`src/sv/mva_pkg.sv`:
```
package mva_pkg;

	localparam int VOICE_COUNT = 16;
	localparam int KNOB_COUNT = 8;
	localparam int PAGE_COUNT = 4;
	localparam int MAX_RESULTS = 16;
	localparam int QUEUE_DEPTH = 2;

	localparam int VOICE_W = $clog2(VOICE_COUNT);
	localparam int KIDX_W = $clog2(KNOB_COUNT);
	localparam int SLOT_COUNT = PAGE_COUNT * KNOB_COUNT;
	localparam int SLOT_W = $clog2(SLOT_COUNT);
	localparam int CNT_W = $clog2(MAX_RESULTS + 1);
	localparam int QPTR_W = $clog2(QUEUE_DEPTH);
	localparam int QCNT_W = $clog2(QUEUE_DEPTH + 1);

	// free marker in a voice entry
	localparam logic [7:0] VOICE_FREE = 8'h80;

	// midi commands, status bits 6:4
	localparam logic [2:0] MIDI_NOTE_OFF = 3'd0;
	localparam logic [2:0] MIDI_NOTE_ON = 3'd1;
	localparam logic [2:0] MIDI_CTRL = 3'd3;
	localparam logic [2:0] MIDI_BEND = 3'd6;

	// controller numbers
	localparam logic [6:0] CC_MOD = 7'd1;
	localparam logic [6:0] CC_PWM = 7'd2;
	localparam logic [6:0] CC_WAVE_A = 7'd64;
	localparam logic [6:0] CC_WAVE_B = 7'd65;
	localparam logic [6:0] CC_PAGE0 = 7'd97;
	localparam logic [6:0] CC_PAGE1 = 7'd96;
	localparam logic [6:0] CC_PAGE2 = 7'd66;
	localparam logic [6:0] CC_PAGE3 = 7'd67;

	localparam logic [6:0] KNOB_CCS [8] = '{7'd91, 7'd93, 7'd74, 7'd71,
		7'd73, 7'd75, 7'd72, 7'd10};

	// configuration register indexes
	localparam logic CFG_PERC = 1'b0;
	localparam logic CFG_TOL = 1'b1;

	localparam logic [3:0] PERC_RESET = 4'd10;
	localparam logic [6:0] TOL_RESET = 7'd3;

	typedef enum logic [3:0] {
		OP_NONE,
		OP_NOTE_OFF,
		OP_NOTE_ON,
		OP_BEND,
		OP_MOD,
		OP_PWM,
		OP_WAVE,
		OP_PAGE,
		OP_KNOB
	} op_t;

	typedef struct packed {
		op_t op;
		logic [6:0] a;
		logic [6:0] b;
		logic [2:0] sel;
	} cmd_t;

	typedef enum logic [2:0] {
		EV_ON = 3'd0,
		EV_OFF = 3'd1,
		EV_BEND = 3'd2,
		EV_MOD = 3'd3,
		EV_PWM = 3'd4,
		EV_WAVE = 3'd5,
		EV_KNOB = 3'd6,
		EV_PAGE = 3'd7
	} ev_kind_t;

	typedef struct packed {
		ev_kind_t kind;
		logic [3:0] voice;
		logic [6:0] note;
		logic [6:0] vel;
		logic [13:0] cval;
		logic [1:0] page;
		logic [2:0] knob;
		logic last;
	} res_t;

	typedef enum logic [2:0] {
		BK_IDLE,
		BK_OFF_SCAN,
		BK_ON_SCAN,
		BK_ON_EMIT,
		BK_SINGLE
	} bk_state_t;

	// {found, knob} for a controller number
	function automatic logic [3:0] knob_lookup(input logic [6:0] cc);
		logic [3:0] r;
		r = '0;
		for (int k = 7; k >= 0; k--) begin
			if (KNOB_CCS[k] == cc) begin
				r = {1'b1, 3'(k)};
			end
		end
		return r;
	endfunction

endpackage

```
`src/sv/midi_voice_allocator.sv`:
```
// midi voice allocator: one midi message per input word, voice and control
// events out, one event per output word.
// input: in_valid/in_ready with status_byte, data_first, data_second and
// byte_count; bytes not present reuse the previous message's values.
// output: out_valid/out_ready with event fields; last marks the final event
// of a message. messages that cause no event produce no output word.
// config: cfg_write with cfg_index (0 percussion channel, 1 pickup
// tolerance) and cfg_data, taken at once; write only while idle.
// a front decoder classifies each word into a two-word queue; the back end
// works on one queued message at a time.
// back end per message: a note-off with a matching voice scans over the
// voices, one voice per cycle while no release waits on a stalled receiver;
// a note-on runs the free/highest-note scan, then the voice write; any
// other event goes from idle to a single emit state.
// a stalled receiver holds the output register; the back end waits and the
// queue keeps taking words until it fills, then in_ready drops.
// reset: all voices free, knob store and pickup flags cleared, page 0,
// previous message bytes zero, percussion channel 10, tolerance 3.
module midi_voice_allocator (
	input  logic        clk,
	input  logic        arst_n,
	input  logic        cfg_write,
	input  logic        cfg_index,
	input  logic [6:0]  cfg_data,
	input  logic        in_valid,
	output logic        in_ready,
	input  logic [7:0]  status_byte,
	input  logic [6:0]  data_first,
	input  logic [6:0]  data_second,
	input  logic [1:0]  byte_count,
	output logic        out_valid,
	input  logic        out_ready,
	output logic [2:0]  event_kind,
	output logic [3:0]  voice_index,
	output logic [6:0]  note_number,
	output logic [6:0]  velocity,
	output logic [13:0] control_value,
	output logic [1:0]  page,
	output logic [2:0]  knob_index,
	output logic        last
);

	logic [3:0]    perc_q;
	logic [6:0]    tol_q;
	logic          push;
	mva_pkg::cmd_t push_cmd;
	logic          full;
	logic          pop;
	mva_pkg::cmd_t head;
	logic          head_valid;
	mva_pkg::res_t res;

	always_ff @(posedge clk or negedge arst_n) begin
		if (!arst_n) begin
			perc_q <= mva_pkg::PERC_RESET;
			tol_q <= mva_pkg::TOL_RESET;
		end else if (cfg_write) begin
			case (cfg_index)
				mva_pkg::CFG_PERC: perc_q <= cfg_data[3:0];
				mva_pkg::CFG_TOL: tol_q <= cfg_data;
				default: ;
			endcase
		end
	end

	mva_front u_front (
		.clk         (clk),
		.arst_n      (arst_n),
		.in_valid    (in_valid),
		.in_ready    (in_ready),
		.status_byte (status_byte),
		.data_first  (data_first),
		.data_second (data_second),
		.byte_count  (byte_count),
		.perc_chan   (perc_q),
		.push        (push),
		.push_cmd    (push_cmd),
		.full        (full)
	);

	mva_queue u_queue (
		.clk        (clk),
		.arst_n     (arst_n),
		.push       (push),
		.push_cmd   (push_cmd),
		.full       (full),
		.pop        (pop),
		.head       (head),
		.head_valid (head_valid)
	);

	mva_back u_back (
		.clk        (clk),
		.arst_n     (arst_n),
		.head       (head),
		.head_valid (head_valid),
		.pop        (pop),
		.tolerance  (tol_q),
		.res_valid  (out_valid),
		.res_ready  (out_ready),
		.res        (res)
	);

	assign event_kind = res.kind;
	assign voice_index = res.voice;
	assign note_number = res.note;
	assign velocity = res.vel;
	assign control_value = res.cval;
	assign page = res.page;
	assign knob_index = res.knob;
	assign last = res.last;

	// only voice-off messages give more than one event
	a_single_last: assert property (@(posedge clk) disable iff (!arst_n)
		out_valid && event_kind != mva_pkg::EV_OFF |-> last)
		else $error("multi-event message on a single-event kind");

	a_voice_fields: assert property (@(posedge clk) disable iff (!arst_n)
		out_valid && event_kind != mva_pkg::EV_ON && event_kind != mva_pkg::EV_OFF
		|-> voice_index == '0 && note_number == '0 && velocity == '0)
		else $error("voice fields set on a control event");

	a_ctrl_fields: assert property (@(posedge clk) disable iff (!arst_n)
		out_valid && (event_kind == mva_pkg::EV_BEND || event_kind == mva_pkg::EV_MOD ||
		event_kind == mva_pkg::EV_PWM || event_kind == mva_pkg::EV_WAVE)
		|-> page == '0 && knob_index == '0)
		else $error("page fields set on a plain control event");

endmodule

```
`src/sv/mva_front.sv`:
```
module mva_front (
	input  logic                clk,
	input  logic                arst_n,
	input  logic                in_valid,
	output logic                in_ready,
	input  logic [7:0]          status_byte,
	input  logic [6:0]          data_first,
	input  logic [6:0]          data_second,
	input  logic [1:0]          byte_count,
	input  logic [3:0]          perc_chan,
	output logic                push,
	output mva_pkg::cmd_t       push_cmd,
	input  logic                full
);

	logic [7:0] last_status_q;
	logic [6:0] last_first_q;
	logic [6:0] last_second_q;

	logic       accept;
	logic [7:0] st;
	logic [6:0] a;
	logic [6:0] b;
	logic [2:0] cmd;
	logic       perc;
	logic [3:0] klu;
	mva_pkg::op_t op;
	logic [2:0] sel;

	assign in_ready = !full;
	assign accept = in_valid && !full;

	// missing bytes fall back to the previous message
	assign st = (byte_count > 2'd0) ? status_byte : last_status_q;
	assign a = (byte_count > 2'd1) ? data_first : last_first_q;
	assign b = (byte_count > 2'd2) ? data_second : last_second_q;
	assign cmd = st[6:4];
	assign perc = (st[3:0] == perc_chan);
	assign klu = mva_pkg::knob_lookup(a);

	always_comb begin
		op = mva_pkg::OP_NONE;
		sel = '0;
		case (cmd)
			mva_pkg::MIDI_NOTE_OFF: begin
				if (!perc) op = mva_pkg::OP_NOTE_OFF;
			end
			mva_pkg::MIDI_NOTE_ON: begin
				if (!perc) op = mva_pkg::OP_NOTE_ON;
			end
			mva_pkg::MIDI_BEND: begin
				if (!perc) op = mva_pkg::OP_BEND;
			end
			mva_pkg::MIDI_CTRL: begin
				case (a) inside
					mva_pkg::CC_MOD: op = mva_pkg::OP_MOD;
					mva_pkg::CC_PWM: op = mva_pkg::OP_PWM;
					mva_pkg::CC_WAVE_A, mva_pkg::CC_WAVE_B: op = mva_pkg::OP_WAVE;
					mva_pkg::CC_PAGE0: begin
						op = mva_pkg::OP_PAGE;
						sel = 3'd0;
					end
					mva_pkg::CC_PAGE1: begin
						op = mva_pkg::OP_PAGE;
						sel = 3'd1;
					end
					mva_pkg::CC_PAGE2: begin
						op = mva_pkg::OP_PAGE;
						sel = 3'd2;
					end
					mva_pkg::CC_PAGE3: begin
						op = mva_pkg::OP_PAGE;
						sel = 3'd3;
					end
					default: begin
						if (klu[3] && (int'(klu[2:0]) < mva_pkg::KNOB_COUNT)) begin
							op = mva_pkg::OP_KNOB;
							sel = klu[2:0];
						end
					end
				endcase
			end
			default: ;
		endcase
	end

	always_comb begin
		push_cmd.op = op;
		push_cmd.a = a;
		push_cmd.b = b;
		push_cmd.sel = sel;
	end

	assign push = accept && (op != mva_pkg::OP_NONE);

	always_ff @(posedge clk or negedge arst_n) begin
		if (!arst_n) begin
			last_status_q <= '0;
			last_first_q <= '0;
			last_second_q <= '0;
		end else if (accept) begin
			last_status_q <= st;
			last_first_q <= a;
			last_second_q <= b;
		end
	end

endmodule

```
`src/sv/mva_queue.sv`:
```
module mva_queue (
	input  logic          clk,
	input  logic          arst_n,
	input  logic          push,
	input  mva_pkg::cmd_t push_cmd,
	output logic          full,
	input  logic          pop,
	output mva_pkg::cmd_t head,
	output logic          head_valid
);

	localparam int QW = mva_pkg::QPTR_W;
	localparam int CW = mva_pkg::QCNT_W;

	mva_pkg::cmd_t mem_q [mva_pkg::QUEUE_DEPTH];
	logic [QW-1:0] wr_q;
	logic [QW-1:0] rd_q;
	logic [CW-1:0] cnt_q;

	assign full = (cnt_q == CW'(mva_pkg::QUEUE_DEPTH));
	assign head_valid = (cnt_q != '0);
	assign head = mem_q[rd_q];

	always_ff @(posedge clk) begin
		if (push) mem_q[wr_q] <= push_cmd;
	end

	always_ff @(posedge clk or negedge arst_n) begin
		if (!arst_n) begin
			wr_q <= '0;
			rd_q <= '0;
			cnt_q <= '0;
		end else begin
			if (push) begin
				wr_q <= (wr_q == QW'(mva_pkg::QUEUE_DEPTH - 1)) ? '0 : wr_q + 1'b1;
			end
			if (pop) begin
				rd_q <= (rd_q == QW'(mva_pkg::QUEUE_DEPTH - 1)) ? '0 : rd_q + 1'b1;
			end
			if (push && !pop) cnt_q <= cnt_q + 1'b1;
			else if (pop && !push) cnt_q <= cnt_q - 1'b1;
		end
	end

endmodule

```
`src/sv/mva_back.sv`:
```
module mva_back (
	input  logic          clk,
	input  logic          arst_n,
	input  mva_pkg::cmd_t head,
	input  logic          head_valid,
	output logic          pop,
	input  logic [6:0]    tolerance,
	output logic          res_valid,
	input  logic          res_ready,
	output mva_pkg::res_t res
);

	localparam int VC = mva_pkg::VOICE_COUNT;
	localparam int VW = mva_pkg::VOICE_W;
	localparam int KC = mva_pkg::KNOB_COUNT;
	localparam int KW = mva_pkg::KIDX_W;
	localparam int SC = mva_pkg::SLOT_COUNT;
	localparam int SW = mva_pkg::SLOT_W;
	localparam int CW = mva_pkg::CNT_W;

	mva_pkg::bk_state_t state_q, state_d;
	mva_pkg::cmd_t      cur_q;
	logic [VW-1:0]      i_q;
	logic [VW-1:0]      pick_q;
	logic [6:0]         best_q;
	logic [VC-1:0]      mask_q;
	logic [CW-1:0]      cnt_q;
	logic [7:0]         voice_q [VC];
	logic [6:0]         knob_q [SC];
	logic [KC-1:0]      flag_q;
	logic [1:0]         page_q;
	logic               res_valid_q;
	mva_pkg::res_t      res_q;

	logic               slot_free;
	logic               last_i;
	logic [VC-1:0]      match;
	logic               off_bit;
	logic               off_last;
	logic               off_adv;
	logic               cur_free;
	logic [6:0]         cur_note;
	logic [KW-1:0]      ki;
	logic [SW-1:0]      slot;
	logic [6:0]         stored;
	logic [6:0]         diff;
	logic               knob_ok;
	logic               emit;
	mva_pkg::res_t      res_d;

	assign slot_free = !res_valid_q || res_ready;
	assign last_i = (i_q == VW'(VC - 1));

	always_comb begin
		for (int v = 0; v < VC; v++) begin
			match[v] = (voice_q[v] == {1'b0, head.a});
		end
	end

	// last release when no matched voice lies above, or the result cap is hit
	assign off_bit = mask_q[i_q];
	assign off_last = (((mask_q >> i_q) >> 1) == '0) ||
		(cnt_q == CW'(mva_pkg::MAX_RESULTS - 1));
	assign off_adv = !off_bit || slot_free;

	assign cur_free = voice_q[i_q][7];
	assign cur_note = voice_q[i_q][6:0];

	assign ki = cur_q.sel[KW-1:0];
	assign slot = SW'(SW'(page_q) * SW'(KC) + SW'(ki));
	assign stored = knob_q[slot];
	assign diff = (stored >= cur_q.b) ? stored - cur_q.b : cur_q.b - stored;
	assign knob_ok = !flag_q[ki] || (diff <= tolerance);

	always_comb begin
		state_d = state_q;
		case (state_q)
			mva_pkg::BK_IDLE: begin
				if (head_valid) begin
					case (head.op)
						mva_pkg::OP_NOTE_OFF: state_d = (|match) ? mva_pkg::BK_OFF_SCAN
							: mva_pkg::BK_IDLE;
						mva_pkg::OP_NOTE_ON: state_d = mva_pkg::BK_ON_SCAN;
						default: state_d = mva_pkg::BK_SINGLE;
					endcase
				end
			end
			mva_pkg::BK_OFF_SCAN: begin
				if (off_adv && (last_i || (off_bit && off_last))) state_d = mva_pkg::BK_IDLE;
			end
			mva_pkg::BK_ON_SCAN: begin
				if (cur_free || last_i) state_d = mva_pkg::BK_ON_EMIT;
			end
			mva_pkg::BK_ON_EMIT: begin
				if (slot_free) state_d = mva_pkg::BK_IDLE;
			end
			mva_pkg::BK_SINGLE: begin
				if (slot_free || (cur_q.op == mva_pkg::OP_KNOB && !knob_ok)) begin
					state_d = mva_pkg::BK_IDLE;
				end
			end
			default: state_d = mva_pkg::BK_IDLE;
		endcase
	end

	always_comb begin
		pop = 1'b0;
		emit = 1'b0;
		res_d = '0;
		case (state_q)
			mva_pkg::BK_IDLE: pop = head_valid;
			mva_pkg::BK_OFF_SCAN: begin
				emit = off_bit && slot_free;
				res_d.kind = mva_pkg::EV_OFF;
				res_d.voice = 4'(i_q);
				res_d.note = cur_q.a;
				res_d.last = off_last;
			end
			mva_pkg::BK_ON_EMIT: begin
				emit = slot_free;
				res_d.kind = mva_pkg::EV_ON;
				res_d.voice = 4'(pick_q);
				res_d.note = cur_q.a;
				res_d.vel = cur_q.b;
				res_d.last = 1'b1;
			end
			mva_pkg::BK_SINGLE: begin
				emit = slot_free && (cur_q.op != mva_pkg::OP_KNOB || knob_ok);
				res_d.last = 1'b1;
				case (cur_q.op)
					mva_pkg::OP_BEND: begin
						res_d.kind = mva_pkg::EV_BEND;
						res_d.cval = {cur_q.b, cur_q.a};
					end
					mva_pkg::OP_MOD: begin
						res_d.kind = mva_pkg::EV_MOD;
						res_d.cval = {7'd0, cur_q.b};
					end
					mva_pkg::OP_PWM: begin
						res_d.kind = mva_pkg::EV_PWM;
						res_d.cval = {7'd0, cur_q.b};
					end
					mva_pkg::OP_WAVE: begin
						res_d.kind = mva_pkg::EV_WAVE;
						res_d.cval = {7'd0, cur_q.b};
					end
					mva_pkg::OP_PAGE: begin
						res_d.kind = mva_pkg::EV_PAGE;
						res_d.page = cur_q.sel[1:0];
					end
					mva_pkg::OP_KNOB: begin
						res_d.kind = mva_pkg::EV_KNOB;
						res_d.cval = {7'd0, cur_q.b};
						res_d.page = page_q;
						res_d.knob = cur_q.sel;
					end
					default: ;
				endcase
			end
			default: ;
		endcase
	end

	always_ff @(posedge clk or negedge arst_n) begin
		if (!arst_n) begin
			state_q <= mva_pkg::BK_IDLE;
			i_q <= '0;
			cnt_q <= '0;
			mask_q <= '0;
			for (int v = 0; v < VC; v++) voice_q[v] <= mva_pkg::VOICE_FREE;
			for (int s = 0; s < SC; s++) knob_q[s] <= '0;
			flag_q <= '0;
			page_q <= '0;
			res_valid_q <= 1'b0;
		end else begin
			state_q <= state_d;
			case (state_q)
				mva_pkg::BK_IDLE: begin
					if (pop) begin
						i_q <= '0;
						cnt_q <= '0;
						mask_q <= match;
						// note-off frees all matching voices up front
						if (head.op == mva_pkg::OP_NOTE_OFF) begin
							for (int v = 0; v < VC; v++) begin
								if (match[v]) voice_q[v] <= mva_pkg::VOICE_FREE;
							end
						end
					end
				end
				mva_pkg::BK_OFF_SCAN: begin
					if (off_adv) i_q <= i_q + 1'b1;
					if (emit) cnt_q <= cnt_q + 1'b1;
				end
				mva_pkg::BK_ON_SCAN: i_q <= i_q + 1'b1;
				mva_pkg::BK_ON_EMIT: begin
					if (slot_free) voice_q[pick_q] <= {1'b0, cur_q.a};
				end
				mva_pkg::BK_SINGLE: begin
					if (emit && cur_q.op == mva_pkg::OP_PAGE) begin
						page_q <= cur_q.sel[1:0];
						flag_q <= '1;
					end
					if (emit && cur_q.op == mva_pkg::OP_KNOB) begin
						flag_q[ki] <= 1'b0;
						knob_q[slot] <= cur_q.b;
					end
				end
				default: ;
			endcase
			if (emit) res_valid_q <= 1'b1;
			else if (res_ready) res_valid_q <= 1'b0;
		end
	end

	always_ff @(posedge clk) begin
		if (pop) cur_q <= head;
		if (state_q == mva_pkg::BK_ON_SCAN) begin
			if (cur_free) begin
				pick_q <= i_q;
			end else if (i_q == '0 || cur_note > best_q) begin
				best_q <= cur_note;
				pick_q <= i_q;
			end
		end
		if (emit) res_q <= res_d;
	end

	assign res_valid = res_valid_q;
	assign res = res_q;

endmodule

```
`config.mk`:
```
export PLATFORM = sky130hd
export DESIGN_NAME = midi_voice_allocator
export DESIGN_NICKNAME = d
export VERILOG_FILES = /design/src/sv/mva_pkg.sv /design/src/sv/midi_voice_allocator.sv /design/src/sv/mva_front.sv /design/src/sv/mva_queue.sv /design/src/sv/mva_back.sv
export SDC_FILE = /design/constraint.sdc
export NUM_CORES = 1
export LEC_CHECK = 0
export BUFFER_PORTS_ARGS = -buffer_cell sky130_fd_sc_hd__buf_2
export CORE_MARGIN = 5
export CORE_UTILIZATION = 40
export DETAILED_ROUTE_END_ITERATION = 10
export SLEW_MARGIN = 0
export SYNTH_ARGS = -nofsm -noshare
export SYNTH_HDL_FRONTEND = slang
export SYNTH_HIERARCHICAL = 1
export SYNTH_SLANG_ARGS = --single-unit
```
`constraint.sdc`:
```
create_clock -name clk -period 21.1 [get_ports clk]
set_clock_uncertainty 0.2 [all_clocks]
set_input_delay 1.055 -clock clk [delete_from_list [all_inputs] [get_ports clk]]
set_output_delay 1.055 -clock clk [all_outputs]
set_load 0.03 [all_outputs]
```
**Word-level counts from Yosys, hierarchy flattened**

Memory sizes are Yosys's and may differ from the RTL's.
Cells that the tools add are included.

- Input port bits: 37
- Word-level logic and storage cells: 365
- Memory bits (writable): 42
- Flip-flop bits (word level): 500
- Memories: 1

- Bitwise operators: 7
- Reductions and logical operators: 73
- Muxes and demuxes: 106
- Equal/unequal tests: 77
- Shift operators: 1
- $add $sub $neg: 9
- Order comparisons: 14

Memories:

| name | depth | width | rd ports | clocked after memory_dff | write ports | line | source |
|---|---|---|---|---|---|---|---|
| u_queue.mem_q | 2 | 21 | 1 | 0 | 1 | mva_queue.sv:15 | `mva_pkg::cmd_t mem_q [mva_pkg::QUEUE_DEPTH];` |

Operator list:

| cell | number |
|---|---|
| 128-bit 2-to-1 mux | 3 |
| 128-bit case mux with 2 select lines | 1 |
| 224-bit bitwise mux | 1 |
| 8-bit 2-to-1 mux | 22 |
| 128-bit bitwise mux | 1 |
| 8-bit by 7-bit == test with 1-bit output | 16 |
| 5-bit AND reduction | 17 |
| 4-bit 2-to-1 mux | 20 |
| 7-bit == test (first input constant) | 7 |
| 7-bit 2-to-1 mux | 7 |
| 2-bit by 1-bit != test with 1-bit output (second input constant) | 24 |
| 7-bit == test (second input constant) | 6 |
| 3-bit 2-to-1 mux | 14 |
| 7-bit binary-select mux with 5-bit select | 1 |
| 7-bit demux with 5-bit select | 1 |
| 8-bit binary-select mux with 4-bit select | 1 |
| 8-bit demux with 4-bit select | 1 |
| 14-bit case mux with 2 select lines | 1 |
| 11-bit case mux with 2 select lines | 1 |
| 3-bit case mux with 6 select lines | 1 |
| 4-bit by 3-bit == test with 1-bit output (second input constant) | 4 |
| 16-bit zero test | 1 |
| 4-bit case mux with 4 select lines | 1 |
| 16-bit OR reduction | 1 |
| 64 further kinds | 134 |

**Longest topological paths before layout**

Gate-level depths: netlist (run 1).

- Depth in word-level cells: 26
- Mapped depth: 26
- Mapped depth without buffers: 22

**Modules after synthesis**

Netlist (run 1), hierarchy kept.

Modules (own cells, without submodules):

| module | area each (um2) | cells an instance | seq. area each (um2) | times used |
|---|---|---|---|---|
| mva_back | 23950.5 | 1906 | 11996.5 | 1 |
| mva_queue | 1709.1 | 81 | 1361.3 | 1 |
| mva_front | 1704.1 | 176 | 525.5 | 1 |
| midi_voice_allocator | 429.2 | 24 | 280.3 | 1 |

**Worst setup path before layout (run 1)**

Ideal clock, no wire load.

- Path type: flip-flop to flip-flop
- Start point: reg u_back.cur_q, in the netlist u_back/ki[0]
- End point: reg u_back.page_q[1]
- Arrival time: 7.060 ns
- Setup time: 0.125 ns
- Clock period less this slack: 7.385 ns
- Stages on the path, launching flop included: 26
- Buffers on the path: 4
- Slack: 13.715 ns
- Cells stage by stage: edfxtp_1 > buf_2 > buf_1 > mux4_2 > mux4_2 > nand2_1 > and2_1 > inv_1 > ha_1 > clkbuf_1 > a21o_1 > a31oi_1 > o21ai_2 > or3b_2 > a31oi_1 > nor3_1 > a311oi_1 > ha_1 > a21o_1 > a21oi_1 > a211oi_1 > o21a_4 > nor2_2 > and3_1 > buf_2 > mux2_4

- Word-level cells in the longest chain between the ends: 14

RTL lines:

| what | line | source |
|---|---|---|
| start: declaration | mva_back.sv:22 | `mva_pkg::cmd_t cur_q;` |
| start signal: assignment | mva_back.sv:217 | `if (pop) cur_q <= head;` |
| 5-bit by 3-bit adder with 5-bit output | mva_back.sv:70 | `assign slot = SW'(SW'(page_q) * SW'(KC) + SW'(ki));` |
| 5-bit NOT with 6-bit output (implied by the code) | mva_back.sv:71 | `assign stored = knob_q[slot];` |
| 7-bit binary-select mux with 5-bit select | mva_back.sv:71 |  |
| 7-bit 2-to-1 mux (implied by the code) (2 in a row) | mva_back.sv:71 |  |
| 7-bit subtractor / 7-bit greater-or-equal comparator (equally long branches) | mva_back.sv:72 | `assign diff = (stored >= cur_q.b) ? stored - cur_q.b : cur_q.b - stored;` |
| 7-bit 2-to-1 mux | mva_back.sv:72 |  |
| 7-bit less-or-equal comparator | mva_back.sv:73 | `assign knob_ok = !flag_q[ki] \|\| (diff <= tolerance);` |
| 1-bit logical OR * | mva_back.sv:73 |  |
| 1-bit logical OR * | mva_back.sv:128 | `emit = slot_free && (cur_q.op != mva_pkg::OP_KNOB \|\| knob_ok);` |
| 1-bit logical AND * | mva_back.sv:128 |  |
| 1-bit case mux with 3 select lines * | mva_back.sv:110 | `case (state_q)` |
| net u_back.emit | mva_back.sv:48 | `logic emit;` |
| 1-bit logical AND * | mva_back.sv:200 | `if (emit && cur_q.op == mva_pkg::OP_PAGE) begin` |
| 2-bit AND reduction (no source line) * | - |  |
| end signal: assignment | mva_back.sv:201 | `page_q <= cur_q.sel[1:0];` |
| end: declaration | mva_back.sv:31 | `logic [1:0] page_q;` |

The timed path passes the listed nets; every way through them passes the cells marked *. The select of a mux whose other input is x is not followed.
A chain may end at the register's enable or synchronous reset.

**Worst setup path after layout (run 1)**

- Start point: reg u_back.cur_q, in the netlist u_back/ki[0]
- End point: reg u_back/knob_q[216] (netlist bit)

- Word-level cells in the longest chain between the ends: 14

RTL lines:

| what | line | source |
|---|---|---|
| 5-bit by 3-bit adder with 5-bit output | mva_back.sv:70 |  |
| 5-bit NOT with 6-bit output (implied by the code) | mva_back.sv:71, mva_back.sv:206 |  |
| 7-bit binary-select mux with 5-bit select | mva_back.sv:71 |  |
| 7-bit 2-to-1 mux (implied by the code) (2 in a row) | mva_back.sv:71 |  |
| 7-bit subtractor / 7-bit greater-or-equal comparator (equally long branches) | mva_back.sv:72 |  |
| 7-bit 2-to-1 mux | mva_back.sv:72 |  |
| 7-bit less-or-equal comparator | mva_back.sv:73 |  |
| 1-bit logical OR | mva_back.sv:73 |  |
| 1-bit logical OR | mva_back.sv:128 |  |
| 1-bit logical AND | mva_back.sv:128 |  |
| 1-bit case mux with 3 select lines | mva_back.sv:110 |  |
| 1-bit logical AND | mva_back.sv:204 | `if (emit && cur_q.op == mva_pkg::OP_KNOB) begin` |
| 2-bit AND reduction (no source line) | - |  |
| end signal: indexed assignment | mva_back.sv:206 | `knob_q[slot] <= cur_q.b;` |
| end: declaration | mva_back.sv:29 | `logic [6:0] knob_q [SC];` |

Parallel ways exist; a longest one is shown, timed or not. The select of a mux whose other input is x is not followed.

==> flow_results.xml, run 1 <==
<?xml version="1.0" encoding="UTF-8"?>
<metrics>
  <group name="worst_setup_path">
    <metric name="cp-start-kind" unit="">register</metric>
    <metric name="cp_data_arrival_time" unit="ns">8.90</metric>
    <metric name="worst-setup-path-type" unit="">reg2reg</metric>
    <metric name="worstSetupEndpointType" unit="">register</metric>
    <metric name="worst-path-max-fanout" unit="">38</metric>
    <metric name="worst-endpoint-required" unit="ns">21.38</metric>
    <metric name="reg2reg_slack" unit="ns">12.48</metric>
  </group>
  <group name="clock_tree">
    <metric name="clock_tree_from_tritoncts" unit="">built</metric>
    <metric name="cts.reportedPaths.clkPinSlew" unit="ns">0.06</metric>
    <metric name="clock_insertion_delay_worst_skew" unit="ns">0.65</metric>
    <metric name="cts_buffers" unit="">59</metric>
    <metric name="max-clock-path-buffers" unit="">3</metric>
    <metric name="cts.sink_count" unit="">542</metric>
    <metric name="h-tree-depth" unit="">2</metric>
    <metric name="cts.repair_timing.setup_buffer_count" unit="">0</metric>
    <metric name="cts_root_buf" unit="">clkbuf_16</metric>
    <metric name="cts_hold_buf" unit="">0</metric>
    <metric name="cts_resized" unit="">0</metric>
  </group>
  <group name="power">
    <metric name="design_power_total" unit="uW">3630</metric>
    <metric name="p_per_area" unit="nW/um2">117</metric>
    <metric name="power.static_leakage" unit="uW">0.0133</metric>
    <metric name="ir_drop_worst_vdd" unit="mV">0.0912</metric>
  </group>
  <group name="floorplan">
    <metric name="initial_core_util" unit="%">40.5</metric>
    <metric name="core_region_area" unit="um2">68700</metric>
    <metric name="fp.dieArea" unit="um2">74900</metric>
    <metric name="die_y" unit="um">274</metric>
    <metric name="floorplan.die.width" unit="um">274</metric>
    <metric name="floorplan.io_pins" unit="">80</metric>
    <metric name="fp-row-count" unit="">96</metric>
  </group>
  <group name="detailed_routing">
    <metric name="route.vias.total" unit="">18400</metric>
    <metric name="routed_via_density" unit="">5.77</metric>
    <metric name="drt_drc_violations_left" unit="">0</metric>
    <metric name="drt-total-wl" unit="um">72700</metric>
    <metric name="drt_pass1_iterations" unit="">5</metric>
    <metric name="wl_per_cell" unit="um">22.8</metric>
    <metric name="postRouteAntennaNets" unit="">0</metric>
    <metric name="drt_iter0_markers" unit="">1540</metric>
  </group>
  <group name="sta">
    <metric name="hold_violations" unit="">0</metric>
    <metric name="unrepaired_setup_endpoints_after_global_routing" unit="">no</metric>
    <metric name="final_period_minus_worst_setup_slack" unit="ns">8.62</metric>
    <metric name="setup_viol_count_final" unit="">0</metric>
    <metric name="timing.final.max_slew_violations" unit="">0</metric>
    <metric name="timing.final.ws_setup" unit="ns">12.48</metric>
    <metric name="final_min_period_over_clock_period" unit="%">40.8</metric>
    <metric name="final.setup.tns" unit="ns">0</metric>
    <metric name="fmax" unit="GHz">0.116</metric>
    <metric name="worst_pin_slew" unit="ns">1.28</metric>
    <metric name="max_slew_margin" unit="%">13.2</metric>
  </group>
  <group name="grt">
    <metric name="via_count_of_the_first_global_routing_pass" unit="">18700</metric>
    <metric name="grt_first_pass_wirelength" unit="um">113000</metric>
    <metric name="aggregate_global_route_resource_usage" unit="%">19.3</metric>
    <metric name="grt_max_degree" unit="">100</metric>
    <metric name="grt_overflow_total" unit="">0</metric>
    <metric name="antenna_found_initial" unit="">2</metric>
  </group>
  <group name="synthesis">
    <metric name="ys_top_cells_by_count" unit="">dfrtp_1, mux2_2, o21ai_0, xor2_1, edfxtp_1</metric>
    <metric name="synth_area_per_cell" unit="um2">12.7</metric>
    <metric name="ys.warnings.count" unit="">6</metric>
    <metric name="synth_area" unit="um2">27800</metric>
    <metric name="synthTopCellsByArea" unit="">dfrtp_1, edfxtp_1, mux2_2</metric>
    <metric name="synth_largest_area_cell" unit="">dfrtp_1</metric>
    <metric name="netlist_instances" unit="">2187</metric>
    <metric name="sequential_fraction_of_the_synthesis_area" unit="%">51.0</metric>
    <metric name="synth_nets" unit="">2258</metric>
    <metric name="synthFlopType" unit="">dfrtp_1</metric>
    <metric name="synth.ff_latch_count" unit="">542</metric>
    <metric name="synth_enable_flop_cells" unit="">115</metric>
    <metric name="count_of_cell_types_in_the_netlist" unit="">90</metric>
    <metric name="post-synth-top-count-cell" unit="">dfrtp_1</metric>
    <metric name="async_flop_share" unit="%">78.8</metric>
    <metric name="synth_top_cell_area_share" unit="%">36.6</metric>
  </group>
  <group name="placement">
    <metric name="port-buffer-count" unit="">78</metric>
    <metric name="dp_hpwl" unit="um">48800</metric>
    <metric name="final_weighted_congestion_of_routability_driven_global_placement" unit="">0.892</metric>
    <metric name="place_worst_setup_slack" unit="ns">12.45</metric>
  </group>
  <group name="layout">
    <metric name="fraction_of_layout_instances_using_a_drive_strength_above_1" unit="%">30.3</metric>
    <metric name="layout.filler_cells" unit="">6193</metric>
    <metric name="final_net_count" unit="">2277</metric>
    <metric name="area_delta_synth_final" unit="%">11.5</metric>
  </group>
  <group name="job">
    <metric name="max_cap_violations" unit="">0</metric>
  </group>
  <group name="worst_hold_path">
    <metric name="worst_hold_path_type" unit="">in2async</metric>
  </group>
  <group name="run_status">
    <metric name="outcome" unit="">finished clean</metric>
  </group>
</metrics>
==> logic make-up (layout without fill, tap and decap cells) <==
group	after synthesis	after routing	share of synthesized area (%)
adders and majority gates	34	34	1.58
AOI/OAI and AO/OA	326	326	7.30
xor gates and xnor gates	139	139	4.38
muxes	432	432	22.3
buffers and inverters	208	277	3.17
other	0	1	0
and+or+nand+nor	506	506	10.3
DFF	542	542	51.0
==> where the power goes <==
| group | switching, uW | leakage (uW) | internal (uW) | total, uW |
|---|---|---|---|---|
| logic | 755 | 0.00556 | 421 | 1180 |
| clock network | 439 | 0.00101 | 627 | 1070 |
| registers | 136 | 0.00670 | 1250 | 1390 |
| total | 1330 | 0.0133 | 2300 | 3630 |
==> per-layer routing <==
| metal | track usage [%] | part of all wire [%] | vias up |
|---|---|---|---|
| met2 | 30.4 | 46 | 657 |
| li1 | - | - | 8098 |
| met3 | 2.98 | 6.5 | 127 |
| met1 | 28.0 | 45 | 9504 |
| met4 | 5.15 | 2.4 | 0 |
| met5 | 0 | 0 | - |
==> cell usage in the layout, fill, tap and decap left out, types with 13 or more instances in the layout <==
| cell type | count |
|---|---|
| nor3_1 | 17 |
| buf_4 | 28 |
| clkbuf_8 | 16 |
| clkbuf_1 | 13 |
| nor2b_1 | 14 |
| a22o_1 | 14 |
| dfrtp_1 | 405 |
| and3_1 | 20 |
| nor2_1 | 67 |
| edfxtp_1 | 115 |
| nand3_1 | 81 |
| nand2_2 | 14 |
| mux2i_1 | 27 |
| buf_2 | 77 |
| nand2_1 | 114 |
| dfstp_2 | 20 |
| clkbuf_16 | 61 |
| inv_1 | 58 |
| o21ai_0 | 174 |
| nor2_4 | 13 |
| mux4_2 | 112 |
| nor4_1 | 36 |
| and2_1 | 21 |
| a21oi_1 | 25 |
| ha_1 | 32 |
| nand3b_1 | 44 |
| xor2_1 | 132 |
| mux2_2 | 275 |
==> state kept, by name (all words and copies together), names as in the netlist, 8 cells and up <==
register	cells
u_back/cur_q	18
u_back/flag_q	8
u_back/knob_q	224
u_back/mask_q	16
u_back/res	41
u_back/voice_q	128
u_queue/mem_q	42
==> per-stage QoR <==
| step | hold slack, ns | instance area (um2) | util, % | cells |
|---|---|---|---|---|
| CTS | 0.251 | 31000 | 45.1 | 3187 |
| global placement | 0.263 | 28900 | 42.1 | 3076 |
| finish | 0.236 | 31000 | 45.1 | 3188 |
| floorplan | 0.220 | 27800 | - | 2187 |
| global route | 0.300 | 31000 | 45.1 | 3187 |
| detailed placement | 0.267 | 28900 | 42.1 | 3076 |
==> critical path, cell delays in order, from the launching register on <==
cell      delay [ns]
edfxtp_1        0.34
buf_4           0.59
buf_4           0.68
mux4_2          0.61
mux4_2          0.52
nand2_1         0.12
and2_1          0.22
inv_1           0.06
ha_1            0.39
a21o_1          0.22
a31oi_1         0.21
o21ai_2         0.22
or3b_2          0.50
a31oi_1         0.26
nor3_1          0.10
a311oi_1        0.27
ha_1            0.30
a21o_1          0.18
a21oi_1         0.15
a211oi_1        0.26
o21a_4          0.32
nor4b_4         0.97
nand2_2         0.37
mux2_2          0.39
==> final timing paths <==
| kind | endpoint | depth (start not counted) | from |
|---|---|---|---|
| setup / recovery | u_back/knob_q[216] | 23 | u_back/ki[0] |
| hold / removal | u_back/knob_q[32] | 1 | arst_n |
| setup reg to reg | u_back/knob_q[216] | 23 | u_back/ki[0] |
| hold reg to reg | u_back/voice_q[63] | 2 | u_back/voice_q[63] |
| max in group asynchronous | u_back/voice_q[2] | 4 | arst_n |
| min in group clk | u_back/voice_q[63] | 2 | u_back/voice_q[63] |
==> cell type report <==
cell class | instances | area (um2) | area share (%)
diodes | 1 | 2.50 | 0.00808
clock buffers | 90 | 1800 | 5.79
clock inverters | 21 | 259 | 0.836
inverters | 60 | 225 | 0.727
multi-input cells | 1437 | 12800 | 41.2
flip-flops and latches | 542 | 14200 | 45.7
well taps | 931 | 1160 | 3.76
repair buffers | 106 | 611 | 1.97
Note: power is estimated with default switching activity, not from simulation.
==> inputs of run 2 (changes only) <==
==> constraint.sdc (replaced) <==
create_clock -name clk -period 7 [get_ports clk]
set_clock_uncertainty 0.2 [all_clocks]
set_input_delay 0.35 -clock clk [delete_from_list [all_inputs] [get_ports clk]]
set_output_delay 0.35 -clock clk [all_outputs]
set_load 0.03 [all_outputs]
==> run 2 against run 1 <==
  * Flip-flop and latch count unchanged
  * Non-clock buffer count up 76
  * Via count up 1.1%
  * Utilization up 1.1 points
  * Routed wire length up 2.3%
  * Sequential power rose to 3.0 times the previous value
  * Cell count up 2.5%
  * Global-route usage up 0.29 points
  * Fmax up 29%
  * Worst setup slack worse by 12 ns
  * Die area unchanged
  * Critical endpoint is now u_back/knob_q[126]
  * Largest power group unchanged
==> flow_results.xml, run 2 (same netlist as run 1, synthesis figures left out) <==
<?xml version="1.0" encoding="UTF-8"?>
<metrics>
  <group name="power">
    <metric name="power.static_leakage" unit="uW">0.0136</metric>
    <metric name="comb_power_share" unit="%">34.3</metric>
    <metric name="sw_frac_of_total" unit="%">36.7</metric>
    <metric name="clockPowerShare" unit="%">27.8</metric>
    <metric name="cell_internal_pwr" unit="uW">7040</metric>
    <metric name="p_sw" unit="uW">4090</metric>
    <metric name="ir_drop_worst_vdd" unit="mV">0.278</metric>
    <metric name="seqPwrFrac" unit="%">37.9</metric>
    <metric name="p_per_area" unit="nW/um2">350</metric>
  </group>
  <group name="detailed_routing">
    <metric name="route.vias.total" unit="">18600</metric>
    <metric name="wl_per_cell" unit="um">22.8</metric>
    <metric name="drt_pass1_iterations" unit="">5</metric>
    <metric name="postRouteAntennaNets" unit="">0</metric>
    <metric name="drt_drc_violations_left" unit="">0</metric>
    <metric name="drt_iter0_markers" unit="">1519</metric>
    <metric name="routed_via_density" unit="">5.69</metric>
    <metric name="drt-total-wl" unit="um">74300</metric>
  </group>
  <group name="layout">
    <metric name="mostFrequentLayoutCells" unit="">dfrtp_1, mux2_2, o21ai_0, xor2_1, edfxtp_1</metric>
    <metric name="fraction_of_layout_instances_using_a_drive_strength_above_1" unit="%">30.9</metric>
    <metric name="largest_registers" unit="">u_back/knob_q (224), u_back/voice_q (128), u_queue/mem_q (42)</metric>
    <metric name="area_delta_synth_final" unit="%">14.3</metric>
    <metric name="layout.filler_cells" unit="">6087</metric>
    <metric name="final_area" unit="um2">31800</metric>
    <metric name="ff_latch_area" unit="um2">14200</metric>
    <metric name="utilization" unit="%">46.2</metric>
    <metric name="largest_register_ffs" unit="">224</metric>
    <metric name="largest-register" unit="">u_back/knob_q</metric>
    <metric name="fin_cells" unit="">3267</metric>
    <metric name="multi_input_area" unit="um2">12800</metric>
    <metric name="final_common_cell" unit="">dfrtp_1</metric>
    <metric name="final_net_count" unit="">2354</metric>
  </group>
  <group name="worst_setup_path">
    <metric name="critical_path.n_buffers_inverters" unit="">4</metric>
    <metric name="crit_path_max_incr_delay" unit="ns">0.55</metric>
    <metric name="cp_top_family" unit="">compound AO/OA/AOI/OAI gates</metric>
    <metric name="crit_path_top_delay_cell" unit="">mux4_2</metric>
    <metric name="cp-start-kind" unit="">register</metric>
    <metric name="worst-setup-path-type" unit="">reg2reg</metric>
    <metric name="worst-path-max-fanout" unit="">10</metric>
    <metric name="cp_data_arrival_time" unit="ns">7.01</metric>
    <metric name="worstSetupEndpointType" unit="">register</metric>
    <metric name="worst-endpoint-required" unit="ns">7.31</metric>
    <metric name="reg2reg_slack" unit="ns">0.30</metric>
  </group>
  <group name="floorplan">
    <metric name="core_region_area" unit="um2">68700</metric>
    <metric name="die_y" unit="um">274</metric>
    <metric name="initial_core_util" unit="%">40.5</metric>
    <metric name="fp.dieArea" unit="um2">74900</metric>
    <metric name="floorplan.die.width" unit="um">274</metric>
    <metric name="fp-row-count" unit="">96</metric>
    <metric name="floorplan.io_pins" unit="">80</metric>
  </group>
  <group name="sta">
    <metric name="final.setup.tns" unit="ns">0</metric>
    <metric name="final_min_period_over_clock_period" unit="%">95.7</metric>
    <metric name="hold_violations" unit="">0</metric>
    <metric name="timing.final.max_slew_violations" unit="">0</metric>
    <metric name="worst_pin_slew" unit="ns">1.21</metric>
    <metric name="max_slew_margin" unit="%">18.9</metric>
    <metric name="setup_viol_count_final" unit="">0</metric>
    <metric name="timing.hold.ws" unit="ns">0.0451</metric>
    <metric name="final_period_minus_worst_setup_slack" unit="ns">6.70</metric>
    <metric name="fmax" unit="GHz">0.149</metric>
  </group>
  <group name="grt">
    <metric name="aggregate_global_route_resource_usage" unit="%">19.5</metric>
    <metric name="antenna_found_initial" unit="">2</metric>
    <metric name="grt_first_pass_wirelength" unit="um">115000</metric>
    <metric name="via_count_of_the_first_global_routing_pass" unit="">19100</metric>
    <metric name="grt_max_degree" unit="">175</metric>
    <metric name="grt_overflow_total" unit="">0</metric>
  </group>
  <group name="clock_tree">
    <metric name="cts_root_buf" unit="">clkbuf_16</metric>
    <metric name="cts.reportedPaths.clkPinSlew" unit="ns">0.06</metric>
    <metric name="cts.sink_count" unit="">542</metric>
    <metric name="h-tree-depth" unit="">2</metric>
    <metric name="max-clock-path-buffers" unit="">3</metric>
    <metric name="cts_buffers" unit="">60</metric>
    <metric name="clock_insertion_delay_worst_skew" unit="ns">0.63</metric>
    <metric name="clock_tree_from_tritoncts" unit="">built</metric>
  </group>
  <group name="job">
    <metric name="max_cap_violations" unit="">0</metric>
  </group>
  <group name="run_status">
    <metric name="outcome" unit="">finished clean</metric>
  </group>
  <group name="placement">
    <metric name="port-buffer-count" unit="">78</metric>
    <metric name="placedCellCount" unit="">3105</metric>
    <metric name="dp_hpwl" unit="um">49800</metric>
    <metric name="final_weighted_congestion_of_routability_driven_global_placement" unit="">0.872</metric>
    <metric name="dpl-instance-area" unit="um2">29300</metric>
  </group>
  <group name="worst_hold_path">
    <metric name="worst_hold_path_type" unit="">in2reg</metric>
  </group>
</metrics>
[run 2: power by group through the flow]
| stage | Clock, uW | Combinational [uW] | Sequential [uW] |
|---|---|---|---|
| after floorplan | 0 | 2430 | 4200 |
| after global placement | 0 | 3630 | 4250 |
| after detailed placement | 0 | 3700 | 4280 |
| after CTS | 3170 | 3740 | 4220 |
| after global routing | 3300 | 4100 | 4270 |
| final | 3090 | 3810 | 4220 |
[run 2: cell type report]
cell class	instances	share of cell area, %
Sequential cell	542	44.6
Multi-Input combinational cell	1437	40.3
Clock buffer	89	5.52
Timing Repair Buffer	182	4.59
Tap cell	931	3.67
Inverter	60	0.709
Clock inverter	24	0.627
Antenna cell	2	0.0158
[run 2: worst reg2reg max path, cell delays in order (launching register included)]
cell      delay [ns]
edfxtp_1        0.38
buf_4           0.18
buf_12          0.16
mux4_2          0.56
mux4_2          0.52
nand2_1         0.10
and2_1          0.23
inv_1           0.10
ha_1            0.23
a21oi_1         0.11
o21ai_0         0.11
a31oi_1         0.23
o21ai_2         0.11
or3b_2          0.46
a31oi_1         0.21
nor3_1          0.09
a311oi_1        0.29
ha_1            0.30
a21o_1          0.19
a21oi_1         0.19
a211oi_2        0.20
o21ai_2         0.33
nand4_4         0.24
buf_4           0.22
nor2_4          0.26
mux2_2          0.38
[run 2: final timing paths]
check | start | end | cells after the start
min in group asynchronous | arst_n | u_back/knob_q[40] | 2
max in group asynchronous | arst_n | u_back/i_q[1] | 3
worst max-delay path | u_back/ki[0] | u_back/knob_q[126] | 25
worst max register to register | u_back/ki[0] | u_back/knob_q[126] | 25
worst min register to register | u_back/voice_q[71] | u_back/voice_q[71] | 2
worst min-delay path | in_valid | u_queue/wr_q | 3
[run 2: per-layer routing]
| metal | vias up | global-route usage [%] | share of wire (%) |
|---|---|---|---|
| li1 | 8251 | - | - |
| met3 | 116 | 3.35 | 6.6 |
| met4 | 0 | 5.11 | 2.5 |
| met1 | 9630 | 28.2 | 44 |
| met5 | - | 0 | 0 |
| met2 | 598 | 30.9 | 47 |
[run 2: metrics by stage]
stage,total power (uW),worst slack [ns]
detailed placement,7980,-0.214
global placement,7880,-0.160
CTS,11100,0.0736
floorplan,6630,0.0960
global route,11700,-0.0361
finish,11100,0.302
[run 2: what timing repair did]
action / in CTS / in global routing
pin swaps: 2 / 2
endpoints found under the hold margin: 143 / 0
hold buffers: 31 / 0
setup endpoints to repair: 112 / 278
setup buffers: 2 / 12
resized for setup: 0 / 5
cloned: 0 / 2
